`config.mk`:
```
export PLATFORM = sky130hd
export DESIGN_NAME = pfn_front
export DESIGN_NICKNAME = d
export VERILOG_FILES = /design/src/rtl/polygon_face_normal_macros.svh /design/src/rtl/pfn_pkg.sv /design/src/rtl/pfn_front.sv
export SDC_FILE = /design/constraint.sdc
export NUM_CORES = 2
export LEC_CHECK = 0
export ABC_AREA = 0
export BUFFER_PORTS_ARGS = -buffer_cell sky130_fd_sc_hd__buf_2
export CAP_MARGIN = 15
export CORE_MARGIN = 5
export CORE_UTILIZATION = 30
export DETAILED_ROUTE_END_ITERATION = 16
export PLACE_DENSITY = 0.53
export SKIP_CTS_REPAIR_TIMING = 1
export SKIP_LAST_GASP = 1
export SLEW_MARGIN = 0
export SYNTH_ARGS = -nofsm -noshare
export SYNTH_HDL_FRONTEND = slang
export SYNTH_SLANG_ARGS = --single-unit
```
`constraint.sdc`:
```
create_clock -name i_clk -period 16.4 [get_ports i_clk]
set_input_delay 2.46 -clock i_clk [delete_from_list [all_inputs] [get_ports i_clk]]
set_output_delay 2.46 -clock i_clk [all_outputs]
set_load 0.02 [all_outputs]
```
`src/rtl/polygon_face_normal_macros.svh`:
```
// Assertion macros shared by the polygon face normal RTL
`ifndef POLYGON_FACE_NORMAL_MACROS_SVH
`define POLYGON_FACE_NORMAL_MACROS_SVH

// Antecedent implies consequent in the same cycle, outside reset
`define PFN_ASSERT_SAME(label, clk, rst_n, ante, cons, msg) \
    label: assert property (@(posedge clk) disable iff (!rst_n) (ante) |-> (cons)) \
        else $error(msg);

// Antecedent implies consequent in the next cycle, checked through reset
`define PFN_ASSERT_NEXT(label, clk, ante, cons, msg) \
    label: assert property (@(posedge clk) (ante) |=> (cons)) else $error(msg);

`endif

```
`src/rtl/pfn_pkg.sv`:
```
// Types and constants for the polygon face normal block
package pfn_pkg;

    localparam int POS_W      = 24;
    localparam int DIFF_W     = 25;
    localparam int PROD_W     = 50;
    localparam int SUM_W      = 60;
    localparam int MAG_W      = 30;
    localparam int L2_W       = 62;
    localparam int ROOT_W     = 63;
    localparam int NORM_W     = 16;
    localparam int POLY_OUT_W = 20;

    localparam logic signed [SUM_W-1:0] SUM_MAX = {1'b0, {(SUM_W-1){1'b1}}};
    localparam logic signed [SUM_W-1:0] SUM_MIN = {1'b1, {(SUM_W-1){1'b0}}};
    localparam logic [NORM_W-1:0]       NORM_ONE = 16'd16384;

    typedef struct packed {
        logic signed [SUM_W-1:0]  sum_x;
        logic signed [SUM_W-1:0]  sum_y;
        logic signed [SUM_W-1:0]  sum_z;
        logic                     enough;
        logic [POLY_OUT_W-1:0]    poly;
    } t_poly_sum;

    function automatic logic signed [SUM_W-1:0] sat_add(
        input logic signed [SUM_W-1:0]  a,
        input logic signed [PROD_W:0]   b
    );
        logic signed [SUM_W:0] s;
        s = $signed({a[SUM_W-1], a}) + $signed({{(SUM_W-PROD_W){b[PROD_W]}}, b});
        if (s > $signed({SUM_MAX[SUM_W-1], SUM_MAX}))
            return SUM_MAX;
        else if (s < $signed({SUM_MIN[SUM_W-1], SUM_MIN}))
            return SUM_MIN;
        else
            return s[SUM_W-1:0];
    endfunction

endpackage

```
`src/rtl/pfn_front.sv`:
```
// Corner intake: fan cross products on a shared multiplier, saturating sum
module pfn_front import pfn_pkg::*; #(
    parameter int MAX_CORNERS     = 256,
    parameter int POLY_INDEX_BITS = 20
) (
    input  logic                    i_clk,
    input  logic                    i_rst_n,
    input  logic                    i_tvalid,
    output logic                    o_tready,
    input  logic signed [POS_W-1:0] i_pos_x,
    input  logic signed [POS_W-1:0] i_pos_y,
    input  logic signed [POS_W-1:0] i_pos_z,
    input  logic                    i_last,
    output logic                    o_push,
    input  logic                    i_q_ready,
    output t_poly_sum               o_entry
);

    localparam int CNT_W = $clog2(MAX_CORNERS + 1);

    typedef enum logic [1:0] {S_IDLE, S_MUL, S_PUSH} t_state;

    t_state                     r_state;
    logic [2:0]                 r_step;
    logic signed [POS_W-1:0]    r_first [3];
    logic signed [POS_W-1:0]    r_prev  [3];
    logic signed [DIFF_W-1:0]   r_a     [3];
    logic signed [DIFF_W-1:0]   r_b     [3];
    logic signed [PROD_W-1:0]   r_prod;
    logic signed [PROD_W-1:0]   r_lhs;
    logic signed [SUM_W-1:0]    r_sum   [3];
    logic [CNT_W-1:0]           r_cnt;
    logic [POLY_INDEX_BITS-1:0] r_poly;
    logic                       r_last;

    logic                       w_acc;
    logic signed [POS_W-1:0]    w_v [3];
    logic signed [POS_W-1:0]    w_f [3];
    logic signed [POS_W-1:0]    w_p [3];
    logic signed [DIFF_W-1:0]   w_op_a, w_op_b;
    logic signed [PROD_W-1:0]   w_mul;
    logic signed [PROD_W:0]     w_cross;
    logic [1:0]                 w_sidx;
    logic [POLY_INDEX_BITS+POLY_OUT_W-1:0] w_poly_ext;

    assign w_v[0] = i_pos_x;
    assign w_v[1] = i_pos_y;
    assign w_v[2] = i_pos_z;

    assign o_tready = (r_state == S_IDLE);
    assign w_acc    = i_tvalid && o_tready;

    always_comb begin
        for (int i = 0; i < 3; i++) begin
            w_f[i] = (r_cnt == '0) ? w_v[i] : r_first[i];
            w_p[i] = (r_cnt == '0) ? w_v[i] : r_prev[i];
        end
    end

    always_comb begin
        unique case (r_step)
            3'd0:    begin w_op_a = r_a[1]; w_op_b = r_b[2]; end
            3'd1:    begin w_op_a = r_a[2]; w_op_b = r_b[1]; end
            3'd2:    begin w_op_a = r_a[2]; w_op_b = r_b[0]; end
            3'd3:    begin w_op_a = r_a[0]; w_op_b = r_b[2]; end
            3'd4:    begin w_op_a = r_a[0]; w_op_b = r_b[1]; end
            3'd5:    begin w_op_a = r_a[1]; w_op_b = r_b[0]; end
            default: begin w_op_a = r_a[0]; w_op_b = r_b[0]; end
        endcase
    end

    assign w_mul   = w_op_a * w_op_b;
    assign w_cross = $signed({r_lhs[PROD_W-1], r_lhs}) - $signed({r_prod[PROD_W-1], r_prod});
    assign w_sidx  = r_step[2:1] - 2'd1;

    assign w_poly_ext = {{POLY_OUT_W{1'b0}}, r_poly};

    assign o_push         = (r_state == S_PUSH) && i_q_ready;
    assign o_entry.sum_x  = r_sum[0];
    assign o_entry.sum_y  = r_sum[1];
    assign o_entry.sum_z  = r_sum[2];
    assign o_entry.enough = (r_cnt >= CNT_W'(3));
    assign o_entry.poly   = w_poly_ext[POLY_OUT_W-1:0];

    always_ff @(posedge i_clk) begin
        if (!i_rst_n) begin
            r_state <= S_IDLE;
            r_step  <= '0;
            r_cnt   <= '0;
            r_poly  <= '0;
            r_last  <= 1'b0;
            for (int i = 0; i < 3; i++) begin
                r_sum[i]   <= '0;
                r_first[i] <= '0;
                r_prev[i]  <= '0;
            end
        end else begin
            unique case (r_state)
                S_IDLE: begin
                    if (w_acc) begin
                        for (int i = 0; i < 3; i++) begin
                            r_a[i]     <= $signed({w_p[i][POS_W-1], w_p[i]})
                                        - $signed({w_f[i][POS_W-1], w_f[i]});
                            r_b[i]     <= $signed({w_v[i][POS_W-1], w_v[i]})
                                        - $signed({w_f[i][POS_W-1], w_f[i]});
                            r_first[i] <= w_f[i];
                            r_prev[i]  <= w_v[i];
                        end
                        if (r_cnt < CNT_W'(MAX_CORNERS))
                            r_cnt <= r_cnt + CNT_W'(1);
                        r_last  <= i_last;
                        r_step  <= '0;
                        r_state <= S_MUL;
                    end
                end
                S_MUL: begin
                    r_prod <= w_mul;
                    // odd step: first term of a component arrives; even step: finish it
                    if (r_step[0])
                        r_lhs <= r_prod;
                    else if (r_step != 3'd0)
                        r_sum[w_sidx] <= sat_add(r_sum[w_sidx], w_cross);
                    if (r_step == 3'd6) begin
                        r_state <= r_last ? S_PUSH : S_IDLE;
                    end else begin
                        r_step <= r_step + 3'd1;
                    end
                end
                S_PUSH: begin
                    if (i_q_ready) begin
                        for (int i = 0; i < 3; i++)
                            r_sum[i] <= '0;
                        r_cnt   <= '0;
                        r_poly  <= r_poly + POLY_INDEX_BITS'(1);
                        r_state <= S_IDLE;
                    end
                end
                default: r_state <= S_IDLE;
            endcase
        end
    end

endmodule

```
==> impl_metrics.py <==
metrics = {
    "placed_design": {
        "hpwlAfterDp_um": 146000,
        "port_buffers": 279,
        "place.gp.congestion": 0.953,
    },
    "sta": {
        "clock_skew_ns": 0.0274,
        "tightestPinTransition_ns": 1.24,
        "hold_ws_ns": 0.493,
        "final-setup-viol-count": 0,
        "slew_headroom": 0.172,
        "rsz0062_at_grt": "false",
        "fin_crit_ns": 9.98,
        "finalCritPeriodShare": 0.609,
        "fmax_ghz": 0.100,
        "fin_setup_tns_ns": 0,
        "finalHoldViolCount": 0,
        "maxSlewViolCount": 0,
    },
    "floorplanning": {
        "rows": 165,
        "die_h_um": 461,
        "die-width_um": 461,
        "dieArea_mm2": 0.213,
        "io_pins": 280,
        "start_util": 0.302,
        "design.core.area_mm2": 0.203,
    },
    "routing": {
        "wl_met3_um": 14100,
        "wl_met2_um": 81100,
        "drt-total-wl_um": 188000,
        "dr.pass1.iters": 6,
        "vias": 44500,
        "wire_per_inst_um": 20.8,
        "wirelength_met1_um": 87800,
        "drt-initial-drc-count": 4401,
        "antenna_left": 0,
        "top_layer": "met4",
        "route.detailed.drc": 0,
        "viasPerCell": 4.94,
    },
    "global_routing": {
        "grt_max_degree": 111,
        "overflow": 0,
        "grt_pass1_wl_um": 283000,
        "grt_pass1_vias": 45100,
        "grt_util_all_layers": 0.174,
        "antenna_found_initial": 1,
    },
    "cells_and_area": {
        "drive_above_1_share": 0.102,
        "num-nets-final": 7442,
        "final_common_cell": "inv_1",
        "seq_area_mm2": 0.0197,
        "multi_input_area_mm2": 0.0368,
        "fill_cells": 20600,
        "syn_to_final_growth_pct": 11.6,
        "final_cell_mix": "inv_1 (1,027), nor2_1 (776), fa_1 (724), nand2_1 (649), edfxtp_1 (634)",
    },
    "clock_network": {
        "tritoncts": "yes",
        "h-tree-depth": 3,
        "cts_num_sinks": 669,
        "clk_path_buf_depth": 3,
        "numCtsBuffers": 79,
        "clkLatencyLatePin_ns": 0.71,
        "clockRootBuffer": "clkbuf_16",
        "cts.clk_slew.worst_paths_ns": 0.06,
    },
    "synthesis": {
        "synth.net_count": 7254,
        "ys_warn_count": 0,
        "syn_avg_cell_area_um2": 10.0,
        "syn-instance-count": 6095,
        "yosys.area.top_type": "edfxtp_1",
        "synth_cell_types": 85,
        "ys_top_cells_by_area": "edfxtp_1 (31%), fa_1 (24%), ha_1 (7.3%)",
        "yosys.area.top_type_share": 0.311,
        "dominantRegCellSynth": "edfxtp_1",
        "syn_area_mm2": 0.0611,
        "synth-edff-count": 634,
        "synth-seq-area-share": 0.323,
        "synth-seq-cells": 669,
        "async_flop_share": 0,
    },
    "run": {
        "maxCapViolCount": 0,
    },
    "min_path": {
        "hp-class": "reg2reg",
        "min_path_cells": 0,
    },
    "setup_path": {
        "reg2regPathDepth": 27,
        "worstPathArrival_ns": 10.55,
        "cp.required_ns": 16.97,
        "cp_max_fo": 29,
        "path_class": "reg2reg",
        "cp-start-kind": "flip-flop",
        "end_kind": "flip-flop",
    },
    "status": {
        "status": "complete, no violations",
    },
}
[through the flow]
stage	instance area, um^2	worst slack, ns	utilization	cells
4_1_cts	68300	6.35	0.337	9016
3_3_place_gp	65700	6.48	0.324	8873
3_5_place_dp	65700	6.39	0.324	8874
2_1_floorplan	61100	7.46	-	6095
5_1_grt	68300	5.88	0.337	9016
6_report	68300	6.42	0.337	9017
[cell families (layout without fill, tap and decap cells)]
logic type / count (synthesis) / count (layout) / share of synthesized area
buf+inv: 1270 / 1519 / 0.0791
other cells: 0 / 1 / 0
xor+xnor: 240 / 240 / 0.0344
simple gates: 1837 / 1837 / 0.128
mux: 81 / 81 / 0.0256
compound gates: 913 / 913 / 0.0991
fa+ha+maj: 1085 / 1085 / 0.311
flops: 669 / 669 / 0.323
[Yosys cell counts, types with 45 or more instances]
cell type  instances
a21boi_0          68
a21o_1           121
a21oi_1          258
a22oi_1           56
and2_1           120
clkbuf_1         207
edfxtp_1         634
fa_1             724
ha_1             358
inv_1           1028
mux4_2            60
nand2_1          655
nand3_1           69
nor2_1           777
nor3_1            45
o21ai_0          129
xnor2_1          174
xor2_1            66
[layout make-up]
type / instances / area share
inverters: 1030 / 0.0567
diodes: 1 / 0.0000367
clock buffers: 96 / 0.0306
repair buffers: 347 / 0.0280
clock inverters: 46 / 0.00726
multi-input cells: 4156 / 0.539
flip-flops and latches: 669 / 0.289
well taps: 2672 / 0.0490
[path summary, 6_finish.rpt]
check                          from              endpoint  slack [ns]
min            r_prod[31]$_DFFE_PP_   r_lhs[31]$_DFFE_PP_        0.49
min reg2reg    r_prod[31]$_DFFE_PP_   r_lhs[31]$_DFFE_PP_        0.49
max          r_step[1]$_SDFFE_PN0P_  r_prod[45]$_DFFE_PP_        6.42
max reg2reg  r_step[1]$_SDFFE_PN0P_  r_prod[45]$_DFFE_PP_        6.42
[layer usage]
metal  track usage  up-vias
li1              -    20300
met1         0.256    22400
met2         0.265     1600
met3        0.0301      219
met4        0.0452        0
met5             0        -
[sequential cells by signal (all words and copies together) (netlist names)]
| signal | flops |
|---|---|
| r_cnt | 9 |
| r_b | 75 |
| r_step | 3 |
| r_first | 72 |
| r_prev | 72 |
| r_a | 75 |
| r_poly | 20 |
| r_prod | 50 |
| r_last | 1 |
| r_sum | 240 |
| r_state | 2 |
| r_lhs | 50 |
[worst max-delay path, cell delays in order, from the launching register on]
cell and delay [ns]:
dfxtp_4 0.77, inv_1 0.25, ha_1 0.28, mux2_2 0.47, a22oi_1 0.54, a21o_1 0.72, nor2_1 0.16, fa_1 0.53
inv_1 0.05, fa_1 0.48, inv_1 0.06, fa_1 0.52, fa_1 0.58, fa_1 0.43, fa_1 0.49, inv_1 0.05
fa_1 0.53, inv_1 0.06, ha_1 0.38, nand3_1 0.18, a211oi_1 0.30, a21boi_0 0.22, a41oi_1 0.12, nand4_1 0.37
a31oi_1 0.28, o21a_1 0.29, or4b_2 0.61, nand4_1 0.10
Power is not shown: default switching activity piles up to over one toggle a cycle in this logic, so the estimate is an artifact.
