`src/rtl/polygon_face_normal_macros.svh`:
```
// Assertion macros shared by the polygon face normal RTL
`ifndef POLYGON_FACE_NORMAL_MACROS_SVH
`define POLYGON_FACE_NORMAL_MACROS_SVH

// Antecedent implies consequent in the same cycle, outside reset
`define PFN_ASSERT_SAME(label, clk, rst_n, ante, cons, msg) \
    label: assert property (@(posedge clk) disable iff (!rst_n) (ante) |-> (cons)) \
        else $error(msg);

// Antecedent implies consequent in the next cycle, checked through reset
`define PFN_ASSERT_NEXT(label, clk, ante, cons, msg) \
    label: assert property (@(posedge clk) (ante) |=> (cons)) else $error(msg);

`endif

```
`src/rtl/pfn_pkg.sv`:
```
// Types and constants for the polygon face normal block
package pfn_pkg;

    localparam int POS_W      = 24;
    localparam int DIFF_W     = 25;
    localparam int PROD_W     = 50;
    localparam int SUM_W      = 60;
    localparam int MAG_W      = 30;
    localparam int L2_W       = 62;
    localparam int ROOT_W     = 63;
    localparam int NORM_W     = 16;
    localparam int POLY_OUT_W = 20;

    localparam logic signed [SUM_W-1:0] SUM_MAX = {1'b0, {(SUM_W-1){1'b1}}};
    localparam logic signed [SUM_W-1:0] SUM_MIN = {1'b1, {(SUM_W-1){1'b0}}};
    localparam logic [NORM_W-1:0]       NORM_ONE = 16'd16384;

    typedef struct packed {
        logic signed [SUM_W-1:0]  sum_x;
        logic signed [SUM_W-1:0]  sum_y;
        logic signed [SUM_W-1:0]  sum_z;
        logic                     enough;
        logic [POLY_OUT_W-1:0]    poly;
    } t_poly_sum;

    function automatic logic signed [SUM_W-1:0] sat_add(
        input logic signed [SUM_W-1:0]  a,
        input logic signed [PROD_W:0]   b
    );
        logic signed [SUM_W:0] s;
        s = $signed({a[SUM_W-1], a}) + $signed({{(SUM_W-PROD_W){b[PROD_W]}}, b});
        if (s > $signed({SUM_MAX[SUM_W-1], SUM_MAX}))
            return SUM_MAX;
        else if (s < $signed({SUM_MIN[SUM_W-1], SUM_MIN}))
            return SUM_MIN;
        else
            return s[SUM_W-1:0];
    endfunction

endpackage

```
`src/rtl/pfn_back.sv`:
```
// Normalizer: shift, squared length, bitwise root, long division per component
module pfn_back import pfn_pkg::*; (
    input  logic                     i_clk,
    input  logic                     i_rst_n,
    input  logic                     i_q_valid,
    output logic                     o_q_pop,
    input  t_poly_sum                i_entry,
    output logic                     o_tvalid,
    input  logic                     i_tready,
    output logic signed [NORM_W-1:0] o_norm_x,
    output logic signed [NORM_W-1:0] o_norm_y,
    output logic signed [NORM_W-1:0] o_norm_z,
    output logic [POLY_OUT_W-1:0]    o_poly,
    output logic                     o_degenerate
);

    typedef enum logic [2:0] {S_IDLE, S_SHIFT, S_SQUARE, S_ROOT, S_DIVIDE, S_OUT} t_state;

    t_state                    r_state;
    logic [SUM_W-1:0]          r_mag [3];
    logic [SUM_W-1:0]          r_max;
    logic                      r_neg [3];
    logic                      r_deg;
    logic [POLY_OUT_W-1:0]     r_poly;
    logic [1:0]                r_idx;
    logic [2*MAG_W-1:0]        r_sq;
    logic [L2_W-1:0]           r_l2;
    logic [L2_W-1:0]           r_x;
    logic [ROOT_W-1:0]         r_res;
    logic [ROOT_W-1:0]         r_bit;
    logic [30:0]               r_rem;
    logic [NORM_W-1:0]         r_num;
    logic [NORM_W-1:0]         r_q;
    logic [4:0]                r_dcnt;
    logic signed [NORM_W-1:0]  r_norm [3];
    logic                      r_ov;
    logic signed [NORM_W-1:0]  r_onx, r_ony, r_onz;
    logic [POLY_OUT_W-1:0]     r_opoly;
    logic                      r_odeg;

    logic signed [SUM_W-1:0]   w_sum [3];
    logic [SUM_W-1:0]          w_mag [3];
    logic [SUM_W-1:0]          w_m01, w_max;
    logic [ROOT_W:0]           w_trial;
    logic                      w_take;
    logic [30:0]               w_r;
    logic [44:0]               w_num;
    logic [31:0]               w_t;
    logic                      w_ge;
    logic [NORM_W-1:0]         w_qn, w_qc;
    logic                      w_ofree;

    assign w_sum[0] = i_entry.sum_x;
    assign w_sum[1] = i_entry.sum_y;
    assign w_sum[2] = i_entry.sum_z;

    always_comb begin
        for (int i = 0; i < 3; i++)
            w_mag[i] = w_sum[i][SUM_W-1] ? SUM_W'(-w_sum[i]) : w_sum[i];
    end
    assign w_m01 = (w_mag[0] > w_mag[1]) ? w_mag[0] : w_mag[1];
    assign w_max = (w_m01 > w_mag[2]) ? w_m01 : w_mag[2];

    assign o_q_pop = (r_state == S_IDLE) && i_q_valid;

    assign w_trial = {1'b0, r_res} + {1'b0, r_bit};
    assign w_take  = ({2'b0, r_x} >= w_trial);

    assign w_r   = r_res[30:0];
    assign w_num = {1'b0, r_mag[r_idx][MAG_W-1:0], 14'b0} + {15'b0, w_r[30:1]};
    assign w_t   = {r_rem, r_num[NORM_W-1]};
    assign w_ge  = (w_t >= {1'b0, w_r});
    assign w_qn  = {r_q[NORM_W-2:0], w_ge};
    assign w_qc  = (w_qn > NORM_ONE) ? NORM_ONE : w_qn;

    assign w_ofree = !r_ov || i_tready;

    assign o_tvalid     = r_ov;
    assign o_norm_x     = r_onx;
    assign o_norm_y     = r_ony;
    assign o_norm_z     = r_onz;
    assign o_poly       = r_opoly;
    assign o_degenerate = r_odeg;

    always_ff @(posedge i_clk) begin
        if (!i_rst_n) begin
            r_state <= S_IDLE;
            r_ov    <= 1'b0;
        end else begin
            // drop the taken beat unless a new one replaces it
            if (r_ov && i_tready && (r_state != S_OUT))
                r_ov <= 1'b0;
            unique case (r_state)
                S_IDLE: begin
                    if (i_q_valid) begin
                        for (int i = 0; i < 3; i++) begin
                            r_mag[i]  <= w_mag[i];
                            r_neg[i]  <= w_sum[i][SUM_W-1];
                            r_norm[i] <= '0;
                        end
                        r_max   <= w_max;
                        r_poly  <= i_entry.poly;
                        r_deg   <= !i_entry.enough || (w_max == '0);
                        r_state <= (!i_entry.enough || (w_max == '0)) ? S_OUT : S_SHIFT;
                    end
                end
                S_SHIFT: begin
                    if (r_max[SUM_W-1:MAG_W] != '0) begin
                        for (int i = 0; i < 3; i++)
                            r_mag[i] <= r_mag[i] >> 1;
                        r_max <= r_max >> 1;
                    end else begin
                        r_idx   <= '0;
                        r_l2    <= '0;
                        r_state <= S_SQUARE;
                    end
                end
                S_SQUARE: begin
                    r_sq <= r_mag[r_idx][MAG_W-1:0] * r_mag[r_idx][MAG_W-1:0];
                    if (r_idx != 2'd0)
                        r_l2 <= r_l2 + L2_W'(r_sq);
                    if (r_idx == 2'd3) begin
                        r_x     <= r_l2 + L2_W'(r_sq);
                        r_res   <= '0;
                        r_bit   <= {1'b1, {(ROOT_W-1){1'b0}}};
                        r_state <= S_ROOT;
                    end else begin
                        r_idx <= r_idx + 2'd1;
                    end
                end
                S_ROOT: begin
                    if (r_bit == '0) begin
                        r_idx  <= '0;
                        r_dcnt <= '0;
                        if (r_res == '0) begin
                            r_deg   <= 1'b1;
                            r_state <= S_OUT;
                        end else begin
                            r_state <= S_DIVIDE;
                        end
                    end else begin
                        if (w_take) begin
                            r_x   <= r_x - L2_W'(w_trial);
                            r_res <= (r_res >> 1) + r_bit;
                        end else begin
                            r_res <= r_res >> 1;
                        end
                        r_bit <= r_bit >> 2;
                    end
                end
                S_DIVIDE: begin
                    if (r_dcnt == '0) begin
                        r_rem  <= {2'b0, w_num[44:16]};
                        r_num  <= w_num[15:0];
                        r_q    <= '0;
                        r_dcnt <= 5'd1;
                    end else begin
                        r_rem <= w_ge ? 31'(w_t - {1'b0, w_r}) : w_t[30:0];
                        r_num <= r_num << 1;
                        r_q   <= w_qn;
                        if (r_dcnt == 5'd16) begin
                            r_norm[r_idx] <= r_neg[r_idx] ? -$signed(w_qc) : $signed(w_qc);
                            r_dcnt        <= '0;
                            if (r_idx == 2'd2)
                                r_state <= S_OUT;
                            else
                                r_idx <= r_idx + 2'd1;
                        end else begin
                            r_dcnt <= r_dcnt + 5'd1;
                        end
                    end
                end
                S_OUT: begin
                    if (w_ofree) begin
                        r_ov    <= 1'b1;
                        r_onx   <= r_deg ? '0 : r_norm[0];
                        r_ony   <= r_deg ? '0 : r_norm[1];
                        r_onz   <= r_deg ? '0 : r_norm[2];
                        r_opoly <= r_poly;
                        r_odeg  <= r_deg;
                        r_state <= S_IDLE;
                    end
                end
                default: r_state <= S_IDLE;
            endcase
        end
    end

endmodule

```
`config.mk`:
```
export PLATFORM = sky130hd
export DESIGN_NAME = pfn_back
export DESIGN_NICKNAME = d
export VERILOG_FILES = /design/src/rtl/polygon_face_normal_macros.svh /design/src/rtl/pfn_pkg.sv /design/src/rtl/pfn_back.sv
export SDC_FILE = /design/constraint.sdc
export NUM_CORES = 2
export LEC_CHECK = 0
export ABC_AREA = 0
export BUFFER_PORTS_ARGS = -buffer_cell sky130_fd_sc_hd__clkbuf_2
export CAP_MARGIN = 15
export CORE_ASPECT_RATIO = 0.5
export CORE_MARGIN = 3
export CORE_UTILIZATION = 66
export CTS_BUF_LIST = sky130_fd_sc_hd__clkbuf_8
export CTS_CLUSTER_SIZE = 8
export DETAILED_ROUTE_END_ITERATION = 16
export MAX_ROUTING_LAYER = met4
export PLACE_DENSITY_LB_ADDON = 0.2
export SLEW_MARGIN = 20
export SYNTH_ARGS = -nofsm -noshare
export SYNTH_HDL_FRONTEND = slang
export SYNTH_SLANG_ARGS = --single-unit
```
`constraint.sdc`:
```
create_clock -name i_clk -period 13.01 [get_ports i_clk]
set_input_delay 0.6505 -clock i_clk [delete_from_list [all_inputs] [get_ports i_clk]]
set_output_delay 0.6505 -clock i_clk [all_outputs]
set_load 0.02 [all_outputs]
```
==> impl_metrics.py <==
metrics = {
    "route": {
        "ant_nets": 0,
        "drt_iter0_drc": 6115,
        "dr.pass1.iters": 7,
        "route.detailed.drc": 0,
        "wl_per_cell_um": 22.0,
        "viasPerCell": 6.16,
        "routed_wirelength_mm": 204,
        "vias": 57190,
    },
    "setup_path": {
        "slowest_stage": "o31ai_1",
        "crit_fanout": 18,
        "cp_common_cell": "fa_1",
        "critPathCaptureType": "flop",
        "critPathArrivalTime_ns": 11.52,
        "crit_required_ns": 13.60,
        "cp_slowest_stage_delay_ns": 0.75,
        "critical_path.startpoint_type": "flop",
        "worstSetupPathType": "reg2reg",
    },
    "sta": {
        "fin_crit_ns": 10.93,
        "fin_skew_ns": 0.0831,
        "finalSetupTns_ns": 0,
        "hold_violations": 0,
        "finalCritPeriodShare_pct": 84.0,
        "holdWs_ns": 0.194,
        "worstMarginPinSlew_ns": 1.15,
        "slew_violations": 0,
        "setup_violations": 0,
        "slew_headroom_pct": 22.8,
        "fmax_mhz": 91.5,
        "fin_ws_ns": 2.08,
        "grt_setup_unrepaired": "no",
    },
    "synthesis": {
        "yosys.area.top_type": "edfxtp_1",
        "synth_seq_area_share_pct": 29.0,
        "yosys_warnings": 0,
        "syn_area_um2": 72600,
        "synth_top_area_share_pct": 28.9,
        "synth-seq-cells": 704,
        "synth_edf_count": 698,
        "synthesis.nets": 9061,
        "synth_area_leaders": "edfxtp_1 29%, fa_1 20%, ha_1 10%",
        "ys_types": 91,
        "async_reset_ff_share_pct": 0,
        "syn_inst": 7545,
        "avgSynthCellArea_um2": 9.62,
        "ys.flop_type": "edfxtp_1",
    },
    "status": {
        "status": "finished clean",
    },
    "cells_and_area": {
        "layout_commonest_cell": "inv_1",
        "drive_gt1_share_pct": 7.97,
        "final_cell_mix": "977 x inv_1, 778 x nor2_1, 709 x fa_1",
        "multi_input_area_um2": 46900,
        "nFillCells": 8195,
        "final_net_count": 9296,
        "area_growth_pct": 7.09,
        "seq_area_um2": 21100,
        "design_area_um2": 77700,
    },
    "placement": {
        "place_hpwl_mm": 157,
        "gp_congestion": 1.02,
        "place_area_um2": 75600,
        "place_ws_ns": 1.85,
        "port_buffers": 275,
    },
    "clocking": {
        "clock-sinks": 704,
        "cts.reportedPaths.clkPinSlew_ns": 0.07,
        "cts_tree": "built",
        "postCtsSetupRepairBufs": 0,
        "clockBufferDepth": 3,
        "cts_buffers": 109,
        "ctsResizeCount": 0,
        "cts_root_buf": "clkbuf_8",
        "htree_levels": 3,
        "clk_latency_ns": 0.89,
        "hold_buffers": 20,
    },
    "floorplan": {
        "die_y_um": 240,
        "initial_core_util_pct": 67.0,
        "io_pins": 276,
        "core_um2": 108000,
        "rows": 85,
        "dieArea_um2": 114000,
        "die_x_um": 475,
    },
    "global_routing": {
        "globalRouteTotalUtil_pct": 36.9,
        "antenna_found_initial": 9,
        "grt_pass1_wl_mm": 313,
        "overflow": 0,
        "grt_max_degree": 240,
        "grt_pass1_vias": 55262,
    },
    "min_path": {
        "min_path_type": "in2reg",
    },
    "flow_run": {
        "drv_cap": 0,
    },
}
worst max-delay path, delay by kind of cell, from the launching register on:
kind	cells	cell delay, ns
mux	1	0.18
xor+xnor	1	0.16
simple gates	2	0.30
fa+ha+maj	9	4.36
flops	1	0.65
compound gates	11	3.09
buf+inv	10	1.87
area by class of cell:
cell class                      count  area share (%)
Multi-Input combinational cell   5610            60.4
Sequential cell                   704            27.1
Inverter                          959            4.63
Timing Repair Buffer              396            3.02
Tap cell                         1435            2.31
Clock buffer                      110            1.95
Clock inverter                     62           0.538
Antenna cell                        7          0.0225
synthesized netlist by cell type, drive strengths merged (41+ instances only):
library cell,number
xnor2,242
a31oi,68
xor2,274
o21a,55
mux2i,81
o21ai,325
or3,60
a21o,166
o21bai,60
nor2b,108
nand2,675
o31ai,65
ha,602
nor3,71
and3,62
nand2b,49
edfxtp,698
nor4,68
buf,41
nor2,782
clkbuf,231
nand4,69
and2,52
a21oi,505
nand3,60
inv,948
or4,41
fa,709
a211oi,67
path summary, 6_finish.rpt:
path / cells past startpoint / slack [ns] / start / to
worst max-delay path: 34 / 2.08 / flop / r_sq[59]
worst min-delay path: 3 / 0.19 / i_tready / o_tvalid
worst max register to register: 34 / 2.08 / flop / r_sq[59]
worst min register to register: 0 / 0.41 / r_poly[6] / o_poly[6]
state kept, by name, indices dropped and copies added (netlist names), 30 cells and up, named ones only:
signal / flops
r_bit: 32
r_l2: 62
r_mag: 180
r_max: 30
r_norm: 48
r_rem: 31
r_res: 63
r_sq: 59
r_x: 62
per-layer routing:
layer  track usage, %  share of wire, %  vias up
met5                -                 0        -
met4             14.8               4.5        0
met3             9.08                12      555
met2             52.7                42     2976
met1             50.8                41    27400
li1                 -                 -    26259
stage by stage:
stage                     cells  utilization, %
final                      9283            71.7
after global routing       9283            71.7
after CTS                  9276            71.7
after detailed placement   9084            69.7
after global placement     9084            69.7
after floorplan            7545               -
cell families (layout without fill, tap and decap cells):
kind of cell	Yosys count	in the layout	share of synthesized area [%]
AO/OA/AOI/OAI	1510	1510	13.1
XOR/XNOR	518	518	6.31
adder cells (fa/ha/maj)	1315	1315	30.0
buffers and inverters	1231	1527	6.42
flip-flops	704	704	29.0
multiplexers	107	107	1.52
other	0	7	0
AND/OR/NAND/NOR	2160	2160	13.6
Power is left out: the tool's default activity adds up to more than one toggle a clock period on the data nets, which glitch-free logic cannot reach.
