## config.mk

```make
export PLATFORM = sky130hd
export DESIGN_NAME = pfn_queue
export DESIGN_NICKNAME = d
export VERILOG_FILES = /design/src/rtl/polygon_face_normal_macros.svh /design/src/rtl/pfn_pkg.sv /design/src/rtl/pfn_queue.sv
export SDC_FILE = /design/constraint.sdc
export NUM_CORES = 1
export LEC_CHECK = 0
export ABC_AREA = 0
export BUFFER_PORTS_ARGS = -buffer_cell sky130_fd_sc_hd__clkbuf_2
export CORE_AREA = 2 2 177 249
export CTS_BUF_LIST = sky130_fd_sc_hd__clkbuf_8
export CTS_CLUSTER_DIAMETER = 120
export CTS_CLUSTER_SIZE = 16
export DETAILED_ROUTE_END_ITERATION = 7
export DIE_AREA = 0 0 179 251
export GPL_TIMING_DRIVEN = 0
export PLACE_DENSITY = 0.55
export SYNTH_ARGS = -nofsm -noshare
export SYNTH_HDL_FRONTEND = slang
export SYNTH_SLANG_ARGS = --single-unit
```

## constraint.sdc

```tcl
create_clock -name i_clk -period 9.4 [get_ports i_clk]
set_clock_uncertainty 0.15 [all_clocks]
set_input_delay 0.94 -clock i_clk [delete_from_list [all_inputs] [get_ports i_clk]]
set_output_delay 0.94 -clock i_clk [all_outputs]
set_load 0.01 [all_outputs]
```

## src/rtl/polygon_face_normal_macros.svh

```systemverilog
// Assertion macros shared by the polygon face normal RTL
`ifndef POLYGON_FACE_NORMAL_MACROS_SVH
`define POLYGON_FACE_NORMAL_MACROS_SVH

// Antecedent implies consequent in the same cycle, outside reset
`define PFN_ASSERT_SAME(label, clk, rst_n, ante, cons, msg) \
    label: assert property (@(posedge clk) disable iff (!rst_n) (ante) |-> (cons)) \
        else $error(msg);

// Antecedent implies consequent in the next cycle, checked through reset
`define PFN_ASSERT_NEXT(label, clk, ante, cons, msg) \
    label: assert property (@(posedge clk) (ante) |=> (cons)) else $error(msg);

`endif

```

## src/rtl/pfn_pkg.sv

```systemverilog
// Types and constants for the polygon face normal block
package pfn_pkg;

    localparam int POS_W      = 24;
    localparam int DIFF_W     = 25;
    localparam int PROD_W     = 50;
    localparam int SUM_W      = 60;
    localparam int MAG_W      = 30;
    localparam int L2_W       = 62;
    localparam int ROOT_W     = 63;
    localparam int NORM_W     = 16;
    localparam int POLY_OUT_W = 20;

    localparam logic signed [SUM_W-1:0] SUM_MAX = {1'b0, {(SUM_W-1){1'b1}}};
    localparam logic signed [SUM_W-1:0] SUM_MIN = {1'b1, {(SUM_W-1){1'b0}}};
    localparam logic [NORM_W-1:0]       NORM_ONE = 16'd16384;

    typedef struct packed {
        logic signed [SUM_W-1:0]  sum_x;
        logic signed [SUM_W-1:0]  sum_y;
        logic signed [SUM_W-1:0]  sum_z;
        logic                     enough;
        logic [POLY_OUT_W-1:0]    poly;
    } t_poly_sum;

    function automatic logic signed [SUM_W-1:0] sat_add(
        input logic signed [SUM_W-1:0]  a,
        input logic signed [PROD_W:0]   b
    );
        logic signed [SUM_W:0] s;
        s = $signed({a[SUM_W-1], a}) + $signed({{(SUM_W-PROD_W){b[PROD_W]}}, b});
        if (s > $signed({SUM_MAX[SUM_W-1], SUM_MAX}))
            return SUM_MAX;
        else if (s < $signed({SUM_MIN[SUM_W-1], SUM_MIN}))
            return SUM_MIN;
        else
            return s[SUM_W-1:0];
    endfunction

endpackage

```

## src/rtl/pfn_queue.sv

```systemverilog
// Two-entry queue of finished polygon sums between intake and normalizer
module pfn_queue import pfn_pkg::*; (
    input  logic      i_clk,
    input  logic      i_rst_n,
    input  logic      i_push,
    input  t_poly_sum i_entry,
    output logic      o_ready,
    input  logic      i_pop,
    output logic      o_valid,
    output t_poly_sum o_entry
);

    t_poly_sum  r_mem [2];
    logic       r_wp, r_rp;
    logic [1:0] r_cnt;

    assign o_ready = (r_cnt != 2'd2);
    assign o_valid = (r_cnt != 2'd0);
    assign o_entry = r_mem[r_rp];

    always_ff @(posedge i_clk) begin
        if (!i_rst_n) begin
            r_wp  <= 1'b0;
            r_rp  <= 1'b0;
            r_cnt <= '0;
        end else begin
            if (i_push) begin
                r_mem[r_wp] <= i_entry;
                r_wp        <= ~r_wp;
            end
            if (i_pop)
                r_rp <= ~r_rp;
            r_cnt <= r_cnt + 2'(i_push) - 2'(i_pop);
        end
    end

endmodule

```

==> results of run 1 <==
## registers in the layout, indices dropped and copies added (netlist names), named ones only
name and count:
r_wp 1, r_rp 1, r_cnt 2, r_mem 402
## Yosys cell counts (2+ instances only)
cell type,count
ha_1,2
nand2_1,2
and2_1,4
xor2_1,2
mux2_2,201
buf_6,21
inv_1,2
edfxtp_1,402
dfxtp_1,5
## layer usage
layer  wire length (µm)  vias to the layer above
met5                 36                        -
met4               1113                        6
met3               2325                       62
met2              18420                      243
met1              11190                     3774
li1                   -                     3462
## power groups by stage
stage          clock [mW]  combinational (mW)  sequential, mW
5_1_grt             0.927               0.446            2.09
3_3_place_gp            0               0.401            2.15
4_1_cts             0.871               0.423            2.09
6_report            0.825               0.412            2.09
2_1_floorplan           0               0.219            2.14
3_5_place_dp            0               0.422            2.13
## cell usage in the layout, fill, tap and decap left out, types with 4 or more instances in the layout
cell      Yosys  layout
and2_1        4       4
buf_6        21      21
clkbuf_8      0      29
edfxtp_1    402     402
clkbuf_2      0     407
inv_1         2      13
buf_12        0       7
buf_16        0       5
diode_2       0       4
mux2_2      201     201
dfxtp_1       5       5
## worst min-delay path by stage
stage	start	to	cells after the start
6_report	i_entry[123]	r_mem[1][123]	1
5_1_grt	i_entry[123]	r_mem[1][123]	1
4_1_cts	i_entry[123]	r_mem[1][123]	1
3_5_place_dp	r_rp	r_rp	2
3_3_place_gp	r_rp	r_rp	2
2_1_floorplan	r_rp	flop	2
## logic make-up after synthesis
logic type / count (synthesis) / share of synthesized area
buf+inv: 24 / 0.01682
flops: 407 / 0.8222
fa+ha+maj: 2 / 0.001690
mux: 201 / 0.1529
xor+xnor: 3 / 0.002705
simple gates: 10 / 0.003719
## worst max-delay path, stage by stage, from the launching register on
cell      delay (ns)
dfxtp_1         0.39
buf_6           0.23
buf_6           0.20
mux2_2          0.34
clkbuf_2        0.15
## stage by stage
stage / TNS [ns] / util / worst slack [ns] / hold WS (ns)
after global routing: 0 / 0.4284 / 6.185 / 0.2803
after global placement: -244.55 / 0.4108 / -1.058 / 0.4182
after detailed placement: 0 / 0.4176 / 6.557 / 0.4314
final: 0 / 0.4284 / 6.364 / 0.3499
after floorplan: 0 / - / 2.581 / 0.4046
after CTS: 0 / 0.4282 / 6.229 / 0.2731
## final cells by class
type | instances | area (µm²)
tap | 552 | 690.7
fill | 3890 | 24390
clock inverter | 12 | 52.55
buffer | 22 | 241.5
antenna | 4 | 10.01
timing repair buffer | 419 | 2315
clock buffer | 29 | 399.1
inverter | 2 | 7.507
sequential | 407 | 12170
multi-input combinational | 216 | 2396
==> results.toml, run 1 <==
[status]
status = "complete, no violations"

[clock_tree]
post_cts_resize_count = 0
cts_root_buffer = "clkbuf_8"
clk_path_buf_depth = 3
cts_setup_buffers = 0
clk_latency_ns = 0.62
clkTransAtPathRegs_ns = 0.11
cts_max_level = 1
cts_buffers = 29
cts.sinks = 407
cts_hold_buf = 0
cts_tree = "built"

[power_and_ir_drop]
switchingPower_uw = 769.6
p_sw_frac = 0.2316
power.leakage_nw = 6.772
power_report.internal_total_mw = 2.553
p_total_mw = 3.323
p_clk_frac = 0.248
pwr-share-seq = 0.628
ir_drop_mv = 0.1368
pwr-share-comb = 0.124
power_density_mw_per_mm2 = 181.7

[timing]
setup_viol = 0
fmaxAchievable_mhz = 329.4
relSlewSlack = 0.6614
rsz0062_at_grt = "no"
tightest_slew_ns = 0.5079
drv_slew = 0
final_hold_viol_count = 0
period_needed_ns = 3.036
period_share = 0.3230

[hold_path]
hold_class = "primary input to flop"

[die]
start_util = 0.3469
coreArea_mm2 = 0.04268
row_count = 90
io_pins = 408
dieArea_mm2 = 0.04493
die-height_um = 251
die_w_um = 179

[cells_and_area]
final_cell_area_mm2 = 0.01828
drive_gt1_frac = 0.6098
finalNonFillerCells = 1663
nNetsFinal = 1304
area_delta_synth_final_pct = 23.50

[worst_setup_path]
path_class = "flop to output port"
crit_path_end_kind = "output port"
worstPathRequired_ns = 8.31
arrival_ns = 1.95
cp_max_fo = 10
regToRegEndpoint = "r_mem[1][138]"
crit_path_start_kind = "flop"
reg2reg_depth = 3
endpoint = "o_entry[39]"
reg2reg_slack_ns = 7.22
r2r-start = "r_wp"

[synth]
avgSynthCellArea_um2 = 22.88
synthArstFlopShare = 0
synth_top_cell_area_share = 0.8154
synth.distinct_cells = 15
synth-edff-count = 402
yosysSeqAreaShare = 0.8222
synthCells = 647
synth_nets = 854
synth.largest_area_cell = "edfxtp_1"
netlist_area_mm2 = 0.01480
ys_ff_latch = 407
ys.flop_type = "edfxtp_1"
yosysWarnings = 0
yosys-top-cells-area = "edfxtp_1, mux2_2, buf_6, dfxtp_1, and2_1"

[grt]
antenna_found_initial = 7
grt_max_degree = 62
gr-total-overflow = 0
grt_pass1_wl_mm = 47.87
grt.busiest_layer = "met2"
grtUsageMet2 = 0.2730
grt.met3_usage = 0.03796
track_usage = 0.1431
first_global_vias = 8045
use_met1 = 0.1441

[placement]
io_buffers = 407
placed_area_mm2 = 0.01782
hpwl_mm = 23.89
dp_cells = 1618
gp_congestion = 0.7500

[detailed_routing]
wl_mm = 33.09
ant_nets = 0
drtIter0Drc = 337
avgRoutedWirePerCell_um = 19.89
vias = 7547
via_per_inst = 4.538
drc_errors = 0
first_pass_iters = 5

[job]
maxCapViolations = 0
No activity file was read; power rests on OpenSTA's default activity.
==> inputs of run 2 (changes only) <==
==> constraint.sdc (replaced) <==
create_clock -name i_clk -period 2.5 [get_ports i_clk]
set_clock_uncertainty 0.15 [all_clocks]
set_input_delay 0.25 -clock i_clk [delete_from_list [all_inputs] [get_ports i_clk]]
set_output_delay 0.25 -clock i_clk [all_outputs]
set_load 0.01 [all_outputs]
==> results.toml, run 2 (synthesis results as in run 1) <==
[status]
status = "complete, no violations"

[worst_setup_path]
path_class = "flop to output port"
reg2reg_depth = 3
crit_path_end_kind = "output port"
worstPathRequired_ns = 2.10
reg2reg_slack_ns = 0.25
r2r-start = "r_wp"
regToRegEndpoint = "r_mem[1][45]"
cp_max_fo = 10
endpoint = "o_entry[33]"
crit_path_start_kind = "flop"
arrival_ns = 1.94

[clock_tree]
clk_path_buf_depth = 3
cts_setup_buffers = 0
cts_max_level = 1
cts_root_buffer = "clkbuf_8"
clkTransAtPathRegs_ns = 0.10
clk_latency_ns = 0.60
cts_tree = "built"
cts.sinks = 407
cts_buffers = 29

[detailed_routing]
drc_errors = 0
via_per_inst = 4.465
avgRoutedWirePerCell_um = 18.56
first_pass_iters = 6
drtIter0Drc = 321
wl_mm = 34.65
ant_nets = 0
vias = 8337

[timing]
relSlewSlack = 0.5284
setup_ws_ns = 0.1607
tns_ns = 0
tightest_slew_ns = 0.7074
final_hold_viol_count = 0
period_share = 0.9357
rsz0062_at_grt = "no"
drv_slew = 0
period_needed_ns = 2.339
fmaxAchievable_mhz = 427.5
setup_viol = 0

[grt]
grt_pass1_wl_mm = 50.92
gr-total-overflow = 0
track_usage = 0.1494
first_global_vias = 9119
antenna_found_initial = 4
grt_max_degree = 60

[hold_path]
hold_class = "primary input to flop"
min_path_cells = 2

[cells_and_area]
largest_reg_flops = 402
nNetsFinal = 1508
finalNonFillerCells = 1867
final_core_util = 0.4759
final_cell_mix = "clkbuf_2, edfxtp_1, dlygate4sd3_1"
n_fill_cell = 3746
drive_gt1_frac = 0.5152
largest-register = "r_mem"
top_regs = "r_mem: 402 flops, r_cnt: 2 flops"
mostFrequentLayoutCell = "clkbuf_2"
area_delta_synth_final_pct = 37.19

[job]
maxCapViolations = 0

[power_and_ir_drop]
ir_drop_mv = 0.5644
power.leakage_nw = 7.621
power_density_mw_per_mm2 = 629.8

[die]
row_count = 90
io_pins = 408
start_util = 0.3469
coreArea_mm2 = 0.04268
die-height_um = 251
dieArea_mm2 = 0.04493
die_w_um = 179

[placement]
dp_cells = 1617
hpwl_mm = 23.95
io_buffers = 407
dp_slack_ns = 0.1247
gp_congestion = 0.7669
## run 2: how the worst min path moves through the flow
stage                            from           end
after CTS                 i_entry[64]  r_mem[1][64]
after global routing       i_entry[1]   r_mem[0][1]
after floorplan            i_entry[0]   r_mem[0][0]
after detailed placement  i_entry[36]  r_mem[1][36]
final                     i_entry[99]  r_mem[0][99]
after global placement    i_entry[40]  r_mem[1][40]
## run 2: area by class of cell
class,count,area [µm²],share of cell area
Multi-Input combinational cell,216,2399,0.1181
Tap cell,552,690.7,0.03401
Clock inverter,13,56.30,0.002772
Inverter,2,7.507,0.0003696
Buffer,22,245.2,0.01207
Timing Repair Buffer,623,4332,0.2133
Antenna cell,3,7.507,0.0003696
Clock buffer,29,399.1,0.01965
Sequential cell,407,12170,0.5994
## run 2: through the flow
stage	hold slack, ns	total power [mW]	cell area [µm²]
floorplan	0.1989	8.839	14820
global placement	0.2902	9.550	17540
detailed placement	0.2926	9.588	17790
CTS	0.1452	13.03	20300
global route	0.1682	13.32	20310
finish	0.2092	12.79	20310
## run 2: what timing repair did
item | in CTS | in global routing
endpoints found under the hold margin | 413 | 0
hold buffers | 205 | 0
gates resized for setup | 0 | 1
setup endpoints to repair | 0 | 3
## run 2: report_power, final
group	leakage [nW]	switching [mW]	internal, mW
Sequential	3.73	0.0574	7.79
Clock	0.278	2.05	1.07
Combinational	3.61	0.875	0.948
Total	7.62	2.98	9.81
## run 2: worst max-delay path, stage by stage (launching register included)
cell and delay (ns):
dfxtp_1 0.39, buf_6 0.22, buf_8 0.19, mux2_2 0.35
clkbuf_2 0.15
## run 2: metal layers
metal | wire length [µm] | GRT usage | vias to the layer above
met1 | 12090 | 0.1540 | 4164
met2 | 19450 | 0.2918 | 242
li1 | - | - | 3867
met5 | 13 | 0 | -
met3 | 1925 | 0.02843 | 62
met4 | 1176 | 0.05482 | 2
==> inputs of run 3 (changes only) <==
--- a/config.mk
+++ b/config.mk
@@ -7,14 +7,14 @@
 export LEC_CHECK = 0
 export ABC_AREA = 0
 export BUFFER_PORTS_ARGS = -buffer_cell sky130_fd_sc_hd__clkbuf_2
-export CORE_AREA = 2 2 177 249
+export CORE_AREA = 2 2 150 211
 export CTS_BUF_LIST = sky130_fd_sc_hd__clkbuf_8
 export CTS_CLUSTER_DIAMETER = 120
 export CTS_CLUSTER_SIZE = 16
 export DETAILED_ROUTE_END_ITERATION = 7
-export DIE_AREA = 0 0 179 251
+export DIE_AREA = 0 0 152 213
 export GPL_TIMING_DRIVEN = 0
-export PLACE_DENSITY = 0.55
+export PLACE_DENSITY = 0.74
 export SYNTH_ARGS = -nofsm -noshare
 export SYNTH_HDL_FRONTEND = slang
 export SYNTH_SLANG_ARGS = --single-unit
==> results.toml, run 3 (synthesis results as in run 1) <==
[cells_and_area]
drive_gt1_frac = 0.5153
largest_reg_flops = 402
largest-register = "r_mem"
nNetsFinal = 1507
area_delta_synth_final_pct = 35.70
final_cell_mix = "clkbuf_2, edfxtp_1, dlygate4sd3_1"
mostFrequentLayoutCell = "clkbuf_2"
top_regs = "r_mem: 402 flops, r_cnt: 2 flops"
finalNonFillerCells = 1701
final_cell_area_mm2 = 0.02009

[timing]
fmaxAchievable_mhz = 427.5
relSlewSlack = 0.4867
tightest_slew_ns = 0.7681
final_hold_viol_count = 0
rsz0062_at_grt = "no"
period_needed_ns = 2.339
setup_viol = 0
drv_slew = 0
whs_ns = 0.2136
period_share = 0.9358

[worst_setup_path]
crit_path_end_kind = "output port"
cp_common_cell = "buf_6"
arrival_ns = 1.94
reg2reg_depth = 3
critical_path.cell_chain = "buf_6 > buf_6 > mux2_2 > clkbuf_2"
r2r-start = "r_wp"
cp_max_fo = 10
worstPathRequired_ns = 2.10
reg2reg_slack_ns = 0.37
cpMaxStageDelayCell = "dfxtp_1"
critPathTopFamily = "buffers and inverters"
critPathMaxStageDelay_ns = 0.40
path_buf_inv = 3
crit_path_start_kind = "flop"
path_class = "flop to output port"
regToRegEndpoint = "r_mem[1][155]"

[detailed_routing]
drc_errors = 0
first_pass_iters = 5
wl_mm = 33.08
vias = 8391
via_per_inst = 4.933
ant_nets = 0
drtIter0Drc = 317
avgRoutedWirePerCell_um = 19.45

[hold_path]
min-delay-start = "i_entry[99]"
min_path_cells = 2
min_to = "r_mem[0][99]"
hold_class = "primary input to flop"

[die]
start_util = 0.4850
dieArea_mm2 = 0.03238
die-height_um = 213
io_pins = 408
row_count = 76
coreArea_mm2 = 0.03052
die_w_um = 152

[power_and_ir_drop]
power.leakage_nw = 7.613
power_density_mw_per_mm2 = 633.1
ir_drop_mv = 0.6045

[status]
status = "complete, no violations"

[placement]
hpwl_mm = 21.15
gp_congestion = 0.7579
dp_cells = 1454
io_buffers = 407
placed_area_mm2 = 0.01758

[clock_tree]
post_cts_resize_count = 0
cts_root_buffer = "clkbuf_8"
cts.sinks = 407
clkTransAtPathRegs_ns = 0.11
cts_max_level = 1
clk_latency_ns = 0.61
cts_tree = "built"
clk_path_buf_depth = 3
cts_buffers = 29

[job]
maxCapViolations = 0

[grt]
first_global_vias = 9239
antenna_found_initial = 1
grt_pass1_wl_mm = 49.69
gr-total-overflow = 0
grt_max_degree = 64
track_usage = 0.1966
==> run 3: cell types whose count changed in the layout (fill, tap and decap cells not counted) <==
cell     delta
diode_2     -2
buf_16      +2
buf_8       -1
buf_6       +1
buf_12      -3
inv_1       -1
==> run 3: cell type report <==
type | count | area, µm²
clock buffer | 29 | 399.1
timing repair buffer | 622 | 4327
multi-input combinational | 216 | 2399
antenna | 1 | 2.502
inverter | 2 | 7.507
sequential | 407 | 12170
tap | 390 | 488.0
fill | 2017 | 10440
clock inverter | 12 | 52.55
buffer | 22 | 241.5
==> run 3: worst register-to-register path: cells and delay by family, from the launching register on <==
family | cells | cell delay, ns
buffers and inverters | 2 | 0.67
flip-flops | 1 | 0.38
AND/OR/NAND/NOR | 1 | 0.55
==> run 3: how the worst max path moves through the flow <==
stage                               end  cells after the start    start
after floorplan             r_mem[0][0]                      1     r_wp
after global placement    r_mem[0][120]                      3  i_rst_n
after detailed placement   r_mem[0][81]                      6  i_rst_n
after CTS                  o_entry[115]                      4     flop
after global routing       o_entry[115]                      4     flop
final                      o_entry[115]                      4     flop
==> run 3: layer usage <==
layer / global-route usage / vias to the layer above / wire length, µm
met4: 0.07960 / 0 / 1216
met5: 0 / - / 0
met1: 0.2044 / 4135 / 11300
li1: - / 3865 / -
met2: 0.3812 / 320 / 18530
met3: 0.04384 / 71 / 2037
==> run 3: repair_timing <==
action | in CTS | in global routing
setup endpoints to repair | 0 | 0
endpoints found under the hold margin | 407 | 0
hold buffers | 205 | 0
buffers inserted | 0 | 0
==> run 3: metrics by stage <==
stage	setup WS (ns)	power (mW)	util	TNS, ns
after floorplan	-1.349	8.839	-	-458.11
after global placement	-3.129	9.490	0.5681	-1083.40
after detailed placement	0.1672	9.541	0.5760	0
after CTS	0.08360	12.81	0.6581	0
after global routing	0.06442	13.21	0.6581	0
final	0.1605	12.72	0.6581	0
==> run 3: power by group <==
part | total (mW) | internal (mW) | switching [mW]
Combinational | 1.81 | 0.948 | 0.860
Clock | 3.06 | 1.07 | 1.99
Sequential | 7.85 | 7.79 | 0.0647
Total | 12.7 | 9.81 | 2.91
